===== src/hw/rtl/int_key_hash_table_engine_defines.svh =====
// Assertion macros shared by the RTL of the integer-key hash table engine.
`ifndef INT_KEY_HASH_TABLE_ENGINE_DEFINES_SVH
`define INT_KEY_HASH_TABLE_ENGINE_DEFINES_SVH

// Checked on every clock edge while reset is released.
`define IKHT_ASSERT(name, clk, rst_n, prop, msg) \
  name: assert property (@(posedge clk) disable iff (!rst_n) prop) else $error(msg);

// Checked on every clock edge, reset included.
`define IKHT_ASSERT_ALWAYS(name, clk, prop, msg) \
  name: assert property (@(posedge clk) prop) else $error(msg);

`endif


===== src/hw/rtl/ikht_pkg.sv =====
`timescale 1ns / 1ps
package ikht_pkg;

  // Request kinds.
  localparam logic [1:0] KIND_INSERT = 2'd0;
  localparam logic [1:0] KIND_LOOKUP = 2'd1;
  localparam logic [1:0] KIND_REMOVE = 2'd2;

  // Result status codes.
  localparam logic [1:0] ST_OK        = 2'd0;
  localparam logic [1:0] ST_NOT_FOUND = 2'd1;
  localparam logic [1:0] ST_FAIL      = 2'd2;

  // Bucket count register.
  localparam int         CFG_W        = 7;
  localparam logic [6:0] BUCKET_RESET = 7'd16;

  // Shift amounts of the one-at-a-time hash.
  localparam int HASH_SHL_ADD = 10;
  localparam int HASH_SHR_XOR = 6;
  localparam int FIN_SHL_A    = 3;
  localparam int FIN_SHR      = 11;
  localparam int FIN_SHL_B    = 15;

  typedef struct packed {
    logic [1:0]         kind;
    logic signed [31:0] key;
    logic [31:0]        entry_value;
    logic [31:0]        entry_size;
  } req_t;

  typedef struct packed {
    logic [1:0]  status;
    logic [31:0] found_value;
    logic [31:0] found_size;
  } rsp_t;

  typedef enum logic [3:0] {
    S_IDLE,
    S_HASH,
    S_RDHEAD,
    S_HEAD,
    S_POP,
    S_PULL,
    S_WALK,
    S_PUSH,
    S_DONE
  } state_e;

endpackage


===== src/hw/rtl/ikht_hash.sv =====
`timescale 1ns / 1ps
module ikht_hash (
  input  logic                     clk_i,
  input  logic                     rst_ni,
  input  logic                     start_i,
  input  logic [31:0]              key_i,
  input  logic [ikht_pkg::CFG_W-1:0] divisor_i,
  output logic                     done_o,
  output logic [ikht_pkg::CFG_W-1:0] bucket_o
);
  import ikht_pkg::*;

  // One key byte per step, one finishing step, then four quotient bits per step.
  localparam int         MOD_BITS  = 4;
  localparam logic [3:0] STEP_B0   = 4'd0;
  localparam logic [3:0] STEP_B3   = 4'd3;
  localparam logic [3:0] STEP_MIX  = 4'd4;
  localparam logic [3:0] STEP_LAST = 4'(5 + 32 / MOD_BITS - 1);

  logic              run_q, run_d;
  logic              done_q, done_d;
  logic [3:0]        step_q, step_d;
  logic [31:0]       key_q, key_d;
  logic [31:0]       h_q, h_d;
  logic [CFG_W-1:0]  r_q, r_d;

  // Hash round, finishing mix and restoring remainder steps.
  always_comb begin
    logic [31:0]      t;
    logic [CFG_W:0]   w;
    logic [CFG_W-1:0] r;
    run_d  = run_q;
    done_d = 1'b0;
    step_d = step_q;
    key_d  = key_q;
    h_d    = h_q;
    r_d    = r_q;
    t      = h_q;
    w      = '0;
    r      = r_q;
    if (start_i) begin
      run_d  = 1'b1;
      step_d = STEP_B0;
      key_d  = key_i;
      h_d    = '0;
      r_d    = '0;
    end else if (run_q) begin
      step_d = step_q + 4'd1;
      case (step_q) inside
        [STEP_B0:STEP_B3]: begin
          t     = h_q + {24'd0, key_q[7:0]};
          t     = t + (t << HASH_SHL_ADD);
          t     = t ^ (t >> HASH_SHR_XOR);
          h_d   = t;
          key_d = key_q >> 8;
        end
        STEP_MIX: begin
          t   = h_q + (h_q << FIN_SHL_A);
          t   = t ^ (t >> FIN_SHR);
          t   = t + (t << FIN_SHL_B);
          h_d = t;
        end
        default: begin
          for (int i = 0; i < MOD_BITS; i++) begin
            w = {r, h_q[31-i]};
            if (w >= {1'b0, divisor_i}) begin
              w = w - {1'b0, divisor_i};
            end
            r = w[CFG_W-1:0];
          end
          r_d = r;
          h_d = h_q << MOD_BITS;
          if (step_q == STEP_LAST) begin
            run_d  = 1'b0;
            done_d = 1'b1;
          end
        end
      endcase
    end
  end

  // Control registers.
  always_ff @(posedge clk_i or negedge rst_ni) begin
    if (!rst_ni) begin
      run_q  <= 1'b0;
      done_q <= 1'b0;
      step_q <= STEP_B0;
    end else begin
      run_q  <= run_d;
      done_q <= done_d;
      step_q <= step_d;
    end
  end

  // Datapath registers.
  always_ff @(posedge clk_i) begin
    key_q <= key_d;
    h_q   <= h_d;
    r_q   <= r_d;
  end

  assign done_o   = done_q;
  assign bucket_o = r_q;

endmodule


===== config.mk =====
export PLATFORM = sky130hd
export DESIGN_NAME = ikht_hash
export DESIGN_NICKNAME = d
export VERILOG_FILES = /design/src/hw/rtl/int_key_hash_table_engine_defines.svh /design/src/hw/rtl/ikht_pkg.sv /design/src/hw/rtl/ikht_hash.sv
export SDC_FILE = /design/constraint.sdc
export NUM_CORES = 1
export LEC_CHECK = 0
export ABC_CLOCK_PERIOD_IN_PS = 23500
export BUFFER_PORTS_ARGS = -buffer_cell sky130_fd_sc_hd__buf_2
export CAP_MARGIN = 40
export CELL_PAD_IN_SITES_DETAIL_PLACEMENT = 1
export CELL_PAD_IN_SITES_GLOBAL_PLACEMENT = 1
export CORE_ASPECT_RATIO = 1.25
export CORE_MARGIN = 2
export CORE_UTILIZATION = 35
export CTS_BUF_LIST = sky130_fd_sc_hd__clkbuf_16
export DETAILED_ROUTE_END_ITERATION = 8
export GPL_TIMING_DRIVEN = 1
export PLACE_DENSITY = 0.65
export SLEW_MARGIN = 10
export SYNTH_ARGS = -nofsm -noshare
export SYNTH_HDL_FRONTEND = slang
export SYNTH_SLANG_ARGS = --single-unit

===== constraint.sdc =====
create_clock -name clk_i -period 23.5 [get_ports clk_i]
set_input_delay 0 -clock clk_i [delete_from_list [all_inputs] [get_ports clk_i]]
set_output_delay 0 -clock clk_i [all_outputs]
set_load 0.05 [all_outputs]

======== After elaboration in Yosys (flattened, before gate mapping) ========
Cells that the tools add are included.
operators by class
  reduce and logical (&&, ||, !) cells .... 5
  bitwise operators ....................... 4
  mux-type cells .......................... 33
  magnitude comparators ................... 6
  eq/ne operators ......................... 2
  $add $sub $neg .......................... 9
operators by type and width
  cell                                                                count
  two-way mux 32 bit                                                  5
  two-way mux 7 bit                                                   16
  adder 32 bit                                                        3
  adder 32 x 8 -> 32 bit                                              1
  greater-or-equal comparator 8 x 7 -> 1 bit                          4
  bitwise XOR 32 x 21 -> 32 bit                                       1
  bitwise XOR 32 x 26 -> 32 bit                                       1
  subtractor 7 bit                                                    4
  two-way mux 1 bit                                                   10
  two-way mux 4 bit                                                   2
  adder 4 x 1 -> 4 bit (second input constant)                        1
  equality test 4 x 3 -> 1 bit (second input constant)                1
  equality test 4 bit (second input constant)                         1
  greater-or-equal comparator 4 x 1 -> 1 bit (second input constant)  1
  <= comparator 4 x 2 -> 1 bit (second input constant)                1
  nonzero test 2 bit                                                  2
  AND reduction 3 bit                                                 1
  NOT 1 bit                                                           2
  AND reduction 2 bit                                                 1
  logical AND 1 bit                                                   1
storage, ports and cells
  output and inout port bits .............. 8
  register bits after elaboration ......... 77

======== Depth between registers and ports, before layout ========
Gate-level depths: netlist (run 1).
  depth in word-level cells ............... 20
  gate-level depth with buffers ........... 36
  gate-level depth less buffers ........... 36

======== Worst setup path after synthesis (run 1) ========
OpenSTA, ideal clock, no wires.
  path kind ............................... register -> register
  from .................................... register r_q[1], in the netlist bucket_o[1]
  to ...................................... register r_q[0], in the netlist bucket_o[0]
  data required time ...................... 23.383 ns
  library setup time ...................... 0.117 ns
  setup slack ............................. 15.648 ns
  stages on the path, launching flop included .. 33
  data arrival time ....................... 7.735 ns
  path through ............................ dfxtp_1 > ha_1 > a21oi_2 > o21bai_4 > a211oi_4 > o21ai_1 > mux2_2 > ha_1 > nor2b_1 > o21ai_2 > a21oi_1 > o31a_1 > a311oi_4 > clkbuf_4 > mux2i_1 > ha_1 > nor2b_1 > o21ai_1 > a21oi_1 > o32ai_1 > o21ai_0 > mux2i_4 > mux2i_1 > fa_1 > a21o_1 > a21oi_1 > o21bai_1 > a21oi_1 > o21ai_0 > a21o_1 > a211oi_4 > mux2i_1 > a32o_1
between the ends
  longest elaborated chain between the ends .. 20
RTL lines
  what                                                                            line                              RTL
  start, declared                                                                 ikht_hash.sv:25                   logic [CFG_W-1:0] r_q, r_d;
  start signal, assigned                                                          ikht_hash.sv:99                   r_q <= r_d;
  subtractor 7 bit or greater-or-equal comparator 8 x 7 -> 1 bit (tied branches)  ikht_hash.sv:67, ikht_hash.sv:66
  two-way mux 7 bit *                                                             ikht_hash.sv:66                   if (w >= {1'b0, divisor_i}) begin
  two-way mux 7 bit * (2 in series)                                               ikht_hash.sv:49                   case (step_q) inside
  two-way mux 7 bit *                                                             ikht_hash.sv:47                   end else if (run_q) begin
  two-way mux 7 bit *                                                             ikht_hash.sv:41                   if (start_i) begin
  subtractor 7 bit or greater-or-equal comparator 8 x 7 -> 1 bit (tied branches)  ikht_hash.sv:67, ikht_hash.sv:66
  two-way mux 7 bit *                                                             ikht_hash.sv:66
  two-way mux 7 bit * (2 in series)                                               ikht_hash.sv:49
  two-way mux 7 bit *                                                             ikht_hash.sv:47
  two-way mux 7 bit *                                                             ikht_hash.sv:41
  subtractor 7 bit or greater-or-equal comparator 8 x 7 -> 1 bit (tied branches)  ikht_hash.sv:67, ikht_hash.sv:66
  two-way mux 7 bit *                                                             ikht_hash.sv:66
  two-way mux 7 bit * (2 in series)                                               ikht_hash.sv:49
  two-way mux 7 bit *                                                             ikht_hash.sv:47
  two-way mux 7 bit *                                                             ikht_hash.sv:41
  greater-or-equal comparator 8 x 7 -> 1 bit *                                    ikht_hash.sv:66
  two-way mux 7 bit *                                                             ikht_hash.sv:66
Every way passes the cells marked *; elsewhere a longest branch is shown, timed or not. The select of a mux whose other input is x is not followed.
A chain may end at the register's enable or synchronous reset.

======== Worst setup path after layout (run 1) ========
  from .................................... register h_q[31]
  to ...................................... register r_q[0], in the netlist bucket_o[0]
between the ends
  longest elaborated chain between the ends .. 20
RTL lines
  what                                                                            line                              RTL
  start, declared                                                                 ikht_hash.sv:24                   logic [31:0] h_q, h_d;
  start signal, assigned                                                          ikht_hash.sv:98                   h_q <= h_d;
  subtractor 7 bit or greater-or-equal comparator 8 x 7 -> 1 bit (tied branches)  ikht_hash.sv:67, ikht_hash.sv:66
  two-way mux 7 bit *                                                             ikht_hash.sv:66
  two-way mux 7 bit * (2 in series)                                               ikht_hash.sv:49
  two-way mux 7 bit *                                                             ikht_hash.sv:47
  two-way mux 7 bit *                                                             ikht_hash.sv:41
  subtractor 7 bit or greater-or-equal comparator 8 x 7 -> 1 bit (tied branches)  ikht_hash.sv:67, ikht_hash.sv:66
  two-way mux 7 bit *                                                             ikht_hash.sv:66
  two-way mux 7 bit * (2 in series)                                               ikht_hash.sv:49
  two-way mux 7 bit *                                                             ikht_hash.sv:47
  two-way mux 7 bit *                                                             ikht_hash.sv:41
  subtractor 7 bit or greater-or-equal comparator 8 x 7 -> 1 bit (tied branches)  ikht_hash.sv:67, ikht_hash.sv:66
  two-way mux 7 bit *                                                             ikht_hash.sv:66
  two-way mux 7 bit * (2 in series)                                               ikht_hash.sv:49
  two-way mux 7 bit *                                                             ikht_hash.sv:47
  two-way mux 7 bit *                                                             ikht_hash.sv:41
  greater-or-equal comparator 8 x 7 -> 1 bit *                                    ikht_hash.sv:66
  two-way mux 7 bit *                                                             ikht_hash.sv:66
Marked as above.

==> flow_summary.toml, run 1 <==
[outcome]
outcome = "finished, violations left"
violations = "hold timing"

[cts]
clkLatencyLatePin_ns = 0.35
post_cts_buffers = 0
root_buffer = "clkbuf_16"
cts_tree = "done"
cts_buffers = 9
cts.sinks = 77
clkTransAtPathRegs_ns = 0.07
htree_levels = 3
clk_path_buf_depth = 2

[global_route]
track_usage_pct = 22.5
grt_pass1_wl_mm = 47.9
grt_overflow = 0
grt_max_degree = 75
grt_pass1_vias = 8941
antenna_found_initial = 0

[yosys]
ys_warn_count = 0
synthFlopType = "dfxtp_1"
syn-num-nets = 1255
yosysSeqAreaShare_pct = 20.7
syn_area_per_cell_um2 = 8.28
syn_area_um2 = 9130
async_flop_share_pct = 7.79
synth_seq_cells = 77
syn_inst = 1102
yosysTopAreaCell = "ha_1"
synth_top_area_share_pct = 14.1
synthTopCellsByArea = "ha_1, edfxtp_1, dfxtp_1, xnor2_1, xor2_1"
synth_edf_count = 32
netlist-cell-type-count = 78

[setup_path]
crit_path_max_fanout = 11
r2r_end = "bucket_o[0]"
critPathMaxStageDelay_ns = 0.65
startpoint_type = "flip-flop"
worst-r2r-cell-count = 34
critPathSlowestCell = "a311oi_4"
cp-end-kind = "flip-flop"
crit_type = "flip-flop to flip-flop"
crit_top_cell = "a21oi_1"
path_buf_inv = 2
r2r_start = "h_q[31]"
rrSetupSlack_ns = 14.65
crit_family = "compound AO/OA/AOI/OAI gates"
crit_arrival_ns = 9.10
worstPathRequired_ns = 23.75

[detailed_routing]
wl_mm = 30.0
routedWlPerCell_um = 19.9
first_pass_iters = 4
drt_iter0_drc = 345
vias = 8440
ant_nets = 0
drc_errors = 0
vias_per_cell = 5.59

[die]
coreArea_um2 = 25800
die_area_um2 = 27400
initial_core_util_pct = 35.3
fp.dieH_um = 185
num_io_pins = 50
die_x_um = 148
core.rowCount = 66

[sta]
setup_viol = 0
fin_skew_ns = 0.00720
slew_violations = 0
worstMarginPinSlew_ns = 0.852
fmax_mhz = 113
whs_ns = -0.00170
hold_violations = 6
slew_headroom_pct = 42.7
fin_crit_ns = 8.85
fin_tns_setup_ns = 0
fin_crit_sh_pct = 37.7
rsz0062_at_grt = "false"

[placed_design]
gp_congestion = 0.846
numPortBuffers = 49
dp_hpwl_mm = 23.9

[final_layout]
drive_above_1_share_pct = 11.0
fin_nets = 1318
n_antenna_cell = 0
area_growth_pct = 13.0
final_util_pct = 39.9

[worst_hold_path]
min_path_type = "input port to asynchronous set/reset pin"

[flow_run]
cap_violations = 0
## what timing repair did
action,in CTS,in global routing
hold endpoints to repair,38,0
resized for setup,0,0
hold buffers,33,0
## final cells by class
type | instances | area [um2]
fillers | 3109 | 15500
clock inverters | 7 | 56.3
inverters | 49 | 184
multi-input cells | 940 | 6910
well taps | 340 | 425
clock buffers | 9 | 225
flip-flops and latches | 77 | 1890
repair buffers | 88 | 621
## cells in the final DEF (no fill, tap or decap), drive strengths merged, types with 8 or more instances in the layout
master,count
nand2,90
o211ai,23
mux2i,13
nand3,44
a211oi,14
xnor2,88
buf,55
clkbuf,9
dlygate4sd3,33
ha,103
o21a,9
fa,8
inv,53
o21bai,17
mux2,33
nor2,97
o21ai,63
edfxtp,32
xor2,60
nand2b,13
nand4,12
and2,13
a21o,23
a21oi,80
dfxtp,39
nor3,28
nor2b,15
## cells by family after synthesis
| group | synth area share (%) |
|---|---|
| buffers and inverters | 3.55 |
| AOI/OAI and AO/OA | 22.0 |
| and+or+nand+nor | 17.5 |
| adders and majority gates | 15.9 |
| DFF | 20.7 |
| xor gates and xnor gates | 14.7 |
| muxes | 5.64 |
## layer usage
metal	up-vias	GRT usage (%)	share of wire, %
li1	4129	-	-
met1	4067	23.2	38
met2	172	44.6	55
met3	72	2.35	2.2
met4	0	10.7	4.7
met5	-	0	0
## registers in the layout (all words and copies together), names as in the netlist
name and cells:
step_q 4, bucket_o 7, done_o 1, key_q 32, h_q 32, run_q 1
## cells in the mapped netlist, types with 15 or more instances
cell      number
ha_1         103
mux2_2        33
dfxtp_1       39
o211ai_1      23
o21bai_1      16
a21o_1        23
a21oi_1       78
nand3_1       44
xnor2_1       88
nor2_1        97
nor3_1        28
o21ai_0       50
nand2_1       90
nor2b_1       15
xor2_1        60
clkbuf_1      28
inv_1         48
edfxtp_1      32
## stage by stage
stage / instances / setup WS, ns / instance area, um2 / hold slack, ns
3_5_place_dp: 1461 / 14.57 / 9700 / -0.166
3_3_place_gp: 1461 / 14.85 / 9700 / -0.169
6_report: 1510 / 14.65 / 10300 / -0.00170
5_1_grt: 1510 / 14.00 / 10300 / 0.0110
2_1_floorplan: 1102 / 15.65 / 9130 / -0.296
4_1_cts: 1510 / 14.55 / 10300 / 0.0115
## worst max path at each step
stage	slack, ns	start	to	cells past startpoint
after floorplan	15.65	bucket_o[1]	bucket_o[0]	32
after global placement	14.85	h_q[31]	bucket_o[0]	34
after detailed placement	14.57	h_q[31]	bucket_o[0]	34
after CTS	14.55	h_q[31]	bucket_o[0]	34
after global routing	14.00	h_q[31]	bucket_o[0]	34
final	14.65	h_q[31]	bucket_o[0]	34
Power of run 1 is not shown: default switching activity piles up to over one toggle a cycle in this logic, so the estimate is an artifact.
==> run 2: changes to the inputs <==
--- a/config.mk
+++ b/config.mk
@@ -5,7 +5,7 @@
 export SDC_FILE = /design/constraint.sdc
 export NUM_CORES = 1
 export LEC_CHECK = 0
-export ABC_CLOCK_PERIOD_IN_PS = 23500
+export ABC_CLOCK_PERIOD_IN_PS = 8700
 export BUFFER_PORTS_ARGS = -buffer_cell sky130_fd_sc_hd__buf_2
 export CAP_MARGIN = 40
 export CELL_PAD_IN_SITES_DETAIL_PLACEMENT = 1
==> constraint.sdc (replaced) <==
create_clock -name clk_i -period 8.7 [get_ports clk_i]
set_input_delay 0 -clock clk_i [delete_from_list [all_inputs] [get_ports clk_i]]
set_output_delay 0 -clock clk_i [all_outputs]
set_load 0.05 [all_outputs]
==> flow_summary.toml, run 2 (synthesis results as in run 1) <==
[cts]
htree_levels = 3
clkLatencyLatePin_ns = 0.35
cts_tree = "done"
clkTransAtPathRegs_ns = 0.06
cts.sinks = 77
clk_path_buf_depth = 2
root_buffer = "clkbuf_16"
cts_buffers = 9

[setup_path]
r2r_start = "h_q[31]"
crit_type = "flip-flop to flip-flop"
crit_path_start = "h_q[31]"
rrSetupSlack_ns = 0.62
cp.depth = 36
r2r_end = "bucket_o[0]"
crit_path_max_fanout = 10
cp-endpoint = "bucket_o[0]"
worstPathRequired_ns = 8.94
critPathSlowestCell = "fa_1"
crit_family = "compound AO/OA/AOI/OAI gates"
path_buf_inv = 4
worst-r2r-cell-count = 36
critPathMaxStageDelay_ns = 0.45
cp-end-kind = "flip-flop"
crit_arrival_ns = 8.33
startpoint_type = "flip-flop"
crit_top_cell = "a21oi_1"

[placed_design]
placedCellCount = 1463
numPortBuffers = 49
dp_hpwl_mm = 24.2
gp_congestion = 0.856

[flow_run]
cap_violations = 0

[global_route]
grt_pass1_vias = 8844
grt_max_degree = 75
antenna_found_initial = 0
grt_overflow = 0
grt_pass1_wl_mm = 48.1
track_usage_pct = 22.5

[sta]
fin_crit_ns = 8.08
slew_headroom_pct = 41.7
fin_crit_sh_pct = 92.9
rsz0062_at_grt = "false"
setup_viol = 0
fin_tns_setup_ns = 0
hold_violations = 0
slew_violations = 0
fmax_mhz = 124
fin_skew_ns = 0.0108
worstMarginPinSlew_ns = 0.867

[final_layout]
area_growth_pct = 14.2
drive_above_1_share_pct = 11.5
final_common_cell = "ha_1"
fin_nets = 1324
most-common-layout-cells = "ha_1, nor2_1, nand2_1"
final_util_pct = 40.3
n_antenna_cell = 0
final_cells = 1516
nFillCells = 3116

[die]
core.rowCount = 66
die_area_um2 = 27400
num_io_pins = 50
coreArea_um2 = 25800
die_x_um = 148
initial_core_util_pct = 35.3
fp.dieH_um = 185

[detailed_routing]
vias_per_cell = 5.50
ant_nets = 0
vias = 8337
drc_errors = 0
routedWlPerCell_um = 19.9
wl_mm = 30.1
first_pass_iters = 4
drt_iter0_drc = 232

[worst_hold_path]
min_path_type = "input port to asynchronous set/reset pin"

[outcome]
outcome = "finished, final reports clean"
==> run 2: timing repair <==
item / in CTS / in global routing
endpoints found under the hold margin: 38 / 0
hold buffers: 33 / 0
setup endpoints to repair: 0 / 7
buffers inserted: 0 / 4
resized for setup: 0 / 2
==> run 2: worst min-delay path by stage <==
| stage | slack [ns] | end | from |
|---|---|---|---|
| after floorplan | -0.30 | done_o | rst_ni |
| after global placement | -0.17 | done_o | rst_ni |
| after detailed placement | -0.16 | done_o | rst_ni |
| after CTS | 0.04 | done_o | rst_ni |
| after global routing | 0.05 | done_o | rst_ni |
| final | 0.03 | done_o | rst_ni |
==> run 2: cell type report <==
type                            instances  area, um2  share of cell area (%)
Tap cell                              340        425                    4.08
Clock inverter                          7       98.8                   0.949
Multi-Input combinational cell        940       6910                    66.4
Inverter                               49        184                    1.77
Sequential cell                        77       1890                    18.2
Timing Repair Buffer                   94        678                    6.51
Clock buffer                            9        225                    2.16
==> run 2: per-stage QoR <==
step | setup slack [ns] | hold slack (ns) | area (um2)
2_1_floorplan | 0.848 | -0.296 | 9130
3_3_place_gp | 0.433 | -0.166 | 9720
3_5_place_dp | 0.227 | -0.163 | 9720
4_1_cts | 0.186 | 0.0374 | 10400
5_1_grt | 0.0466 | 0.0502 | 10400
6_report | 0.616 | 0.0319 | 10400
==> run 2: routing by layer <==
metal / up-vias / GRT usage, % / part of all wire [%]
met2: 119 / 45.7 / 55
met5: - / 0 / 0
met3: 54 / 2.30 / 1.7
met1: 4034 / 23.2 / 39
met4: 0 / 8.42 / 3.7
li1: 4130 / - / -
Power of run 2 is left out for the same reason.
==> run 3: changes to the inputs <==
==> constraint.sdc (replaced) <==
create_clock -name clk_i -period 8.7 [get_ports clk_i]
set_input_delay 1.74 -clock clk_i [delete_from_list [all_inputs] [get_ports clk_i]]
set_output_delay 1.74 -clock clk_i [all_outputs]
set_load 0.05 [all_outputs]
==> flow_summary.toml, run 3 (synthesis results as in run 1) <==
[final_layout]
final_cells = 1512
most-common-layout-cells = "ha_1, nor2_1, nand2_1"
n_antenna_cell = 0
final_common_cell = "ha_1"
fin_nets = 1320
drive_above_1_share_pct = 15.5
area_growth_pct = 14.4
final_area_um2 = 10400

[global_route]
grt_pass1_vias = 8742
track_usage_pct = 22.0
grt_overflow = 0
antenna_found_initial = 0
grt_pass1_wl_mm = 46.9
grt_max_degree = 70

[sta]
setup_viol = 0
worstMarginPinSlew_ns = 0.792
fin_skew_ns = 0.0107
fin_crit_sh_pct = 97.4
slew_violations = 0
slew_headroom_pct = 46.4
whs_ns = 0.500
fmax_mhz = 118
fin_crit_ns = 8.47
hold_violations = 0

[detailed_routing]
wl_mm = 29.8
drt_iter0_drc = 344
vias_per_cell = 5.53
vias = 8365
ant_nets = 0
drc_errors = 0
routedWlPerCell_um = 19.7
first_pass_iters = 4

[cts]
cts_tree = "done"
postCtsHoldBufs = 0
htree_levels = 3
cts.sinks = 77
clk_path_buf_depth = 2
clkTransAtPathRegs_ns = 0.06
root_buffer = "clkbuf_16"
clkLatencyLatePin_ns = 0.36
cts_buffers = 9

[placed_design]
placedCellCount = 1483
dp_hpwl_mm = 24.2
numPortBuffers = 49
gp_congestion = 0.862
dpl_cell_area_um2 = 9910

[setup_path]
critPathMaxStageDelay_ns = 0.40
crit_path_max_fanout = 7
worstPathRequired_ns = 8.95
critPathSlowestCell = "fa_2"
crit_top_cell = "a21oi_2"
startpoint_type = "input port"
crit_type = "input port to flip-flop"
cp-end-kind = "flip-flop"
crit_arrival_ns = 8.72

[die]
num_io_pins = 50
core.rowCount = 66
fp.dieH_um = 185
die_area_um2 = 27400
initial_core_util_pct = 35.3
die_x_um = 148
coreArea_um2 = 25800

[worst_hold_path]
min_path_type = "flip-flop to flip-flop"

[flow_run]
cap_violations = 0

[outcome]
outcome = "finished, final reports clean"
## run 3: path summary, 6_finish.rpt
check | startpoint | end | slack, ns | cells past startpoint
hold reg to reg | bucket_o[6] | bucket_o[6] | 0.50 | 2
setup / recovery | divisor_i[0] | bucket_o[0] | 0.23 | 36
max in group asynchronous | rst_ni | run_q | 7.31 | 1
min in group asynchronous | rst_ni | step_q[2] | 1.21 | 1
setup reg to reg | h_q[31] | bucket_o[0] | 1.17 | 36
hold / removal | bucket_o[6] | bucket_o[6] | 0.50 | 2
## run 3: critical path: cells and delay by family
kind                     cells  cell delay, ns
buffers and inverters        4            0.48
AO/OA/AOI/OAI               20            3.51
AND/OR/NAND/NOR              2            0.30
adder cells (fa/ha/maj)      5            1.55
multiplexers                 5            1.15
## run 3: stage by stage
| step | TNS (ns) | worst slack (ns) | utilization [%] |
|---|---|---|---|
| CTS | 0 | 0.193 | 39.6 |
| floorplan | 0 | 0.0301 | - |
| global placement | 0 | 0.0496 | 38.3 |
| detailed placement | -0.941 | -0.174 | 38.3 |
| global route | -0.260 | -0.0790 | 40.4 |
| finish | 0 | 0.230 | 40.4 |
## run 3: repair_timing
| action | in CTS | in global routing |
|---|---|---|
| gates resized for setup | 0 | 23 |
| endpoints found under the setup margin | 0 | 7 |
| setup buffers | 0 | 13 |
## run 3: area by class of cell
type,count,area (um2)
Fill cell,3083,15400
Sequential cell,77,1890
Inverter,49,184
Clock buffer,9,225
Tap cell,340,425
Multi-Input combinational cell,940,7030
Clock inverter,7,111
Timing Repair Buffer,90,577
## run 3: routing by layer
| layer | wire, um | GRT usage, % | part of all wire, % | up-vias |
|---|---|---|---|---|
| met5 | 0 | 0 | 0 | - |
| met4 | 1430 | 9.98 | 4.8 | 0 |
| met3 | 640 | 2.28 | 2.1 | 76 |
| met2 | 15400 | 41.0 | 52 | 131 |
| met1 | 12300 | 25.1 | 41 | 4034 |
| li1 | - | - | - | 4124 |
Power of run 3 is left out for the same reason.
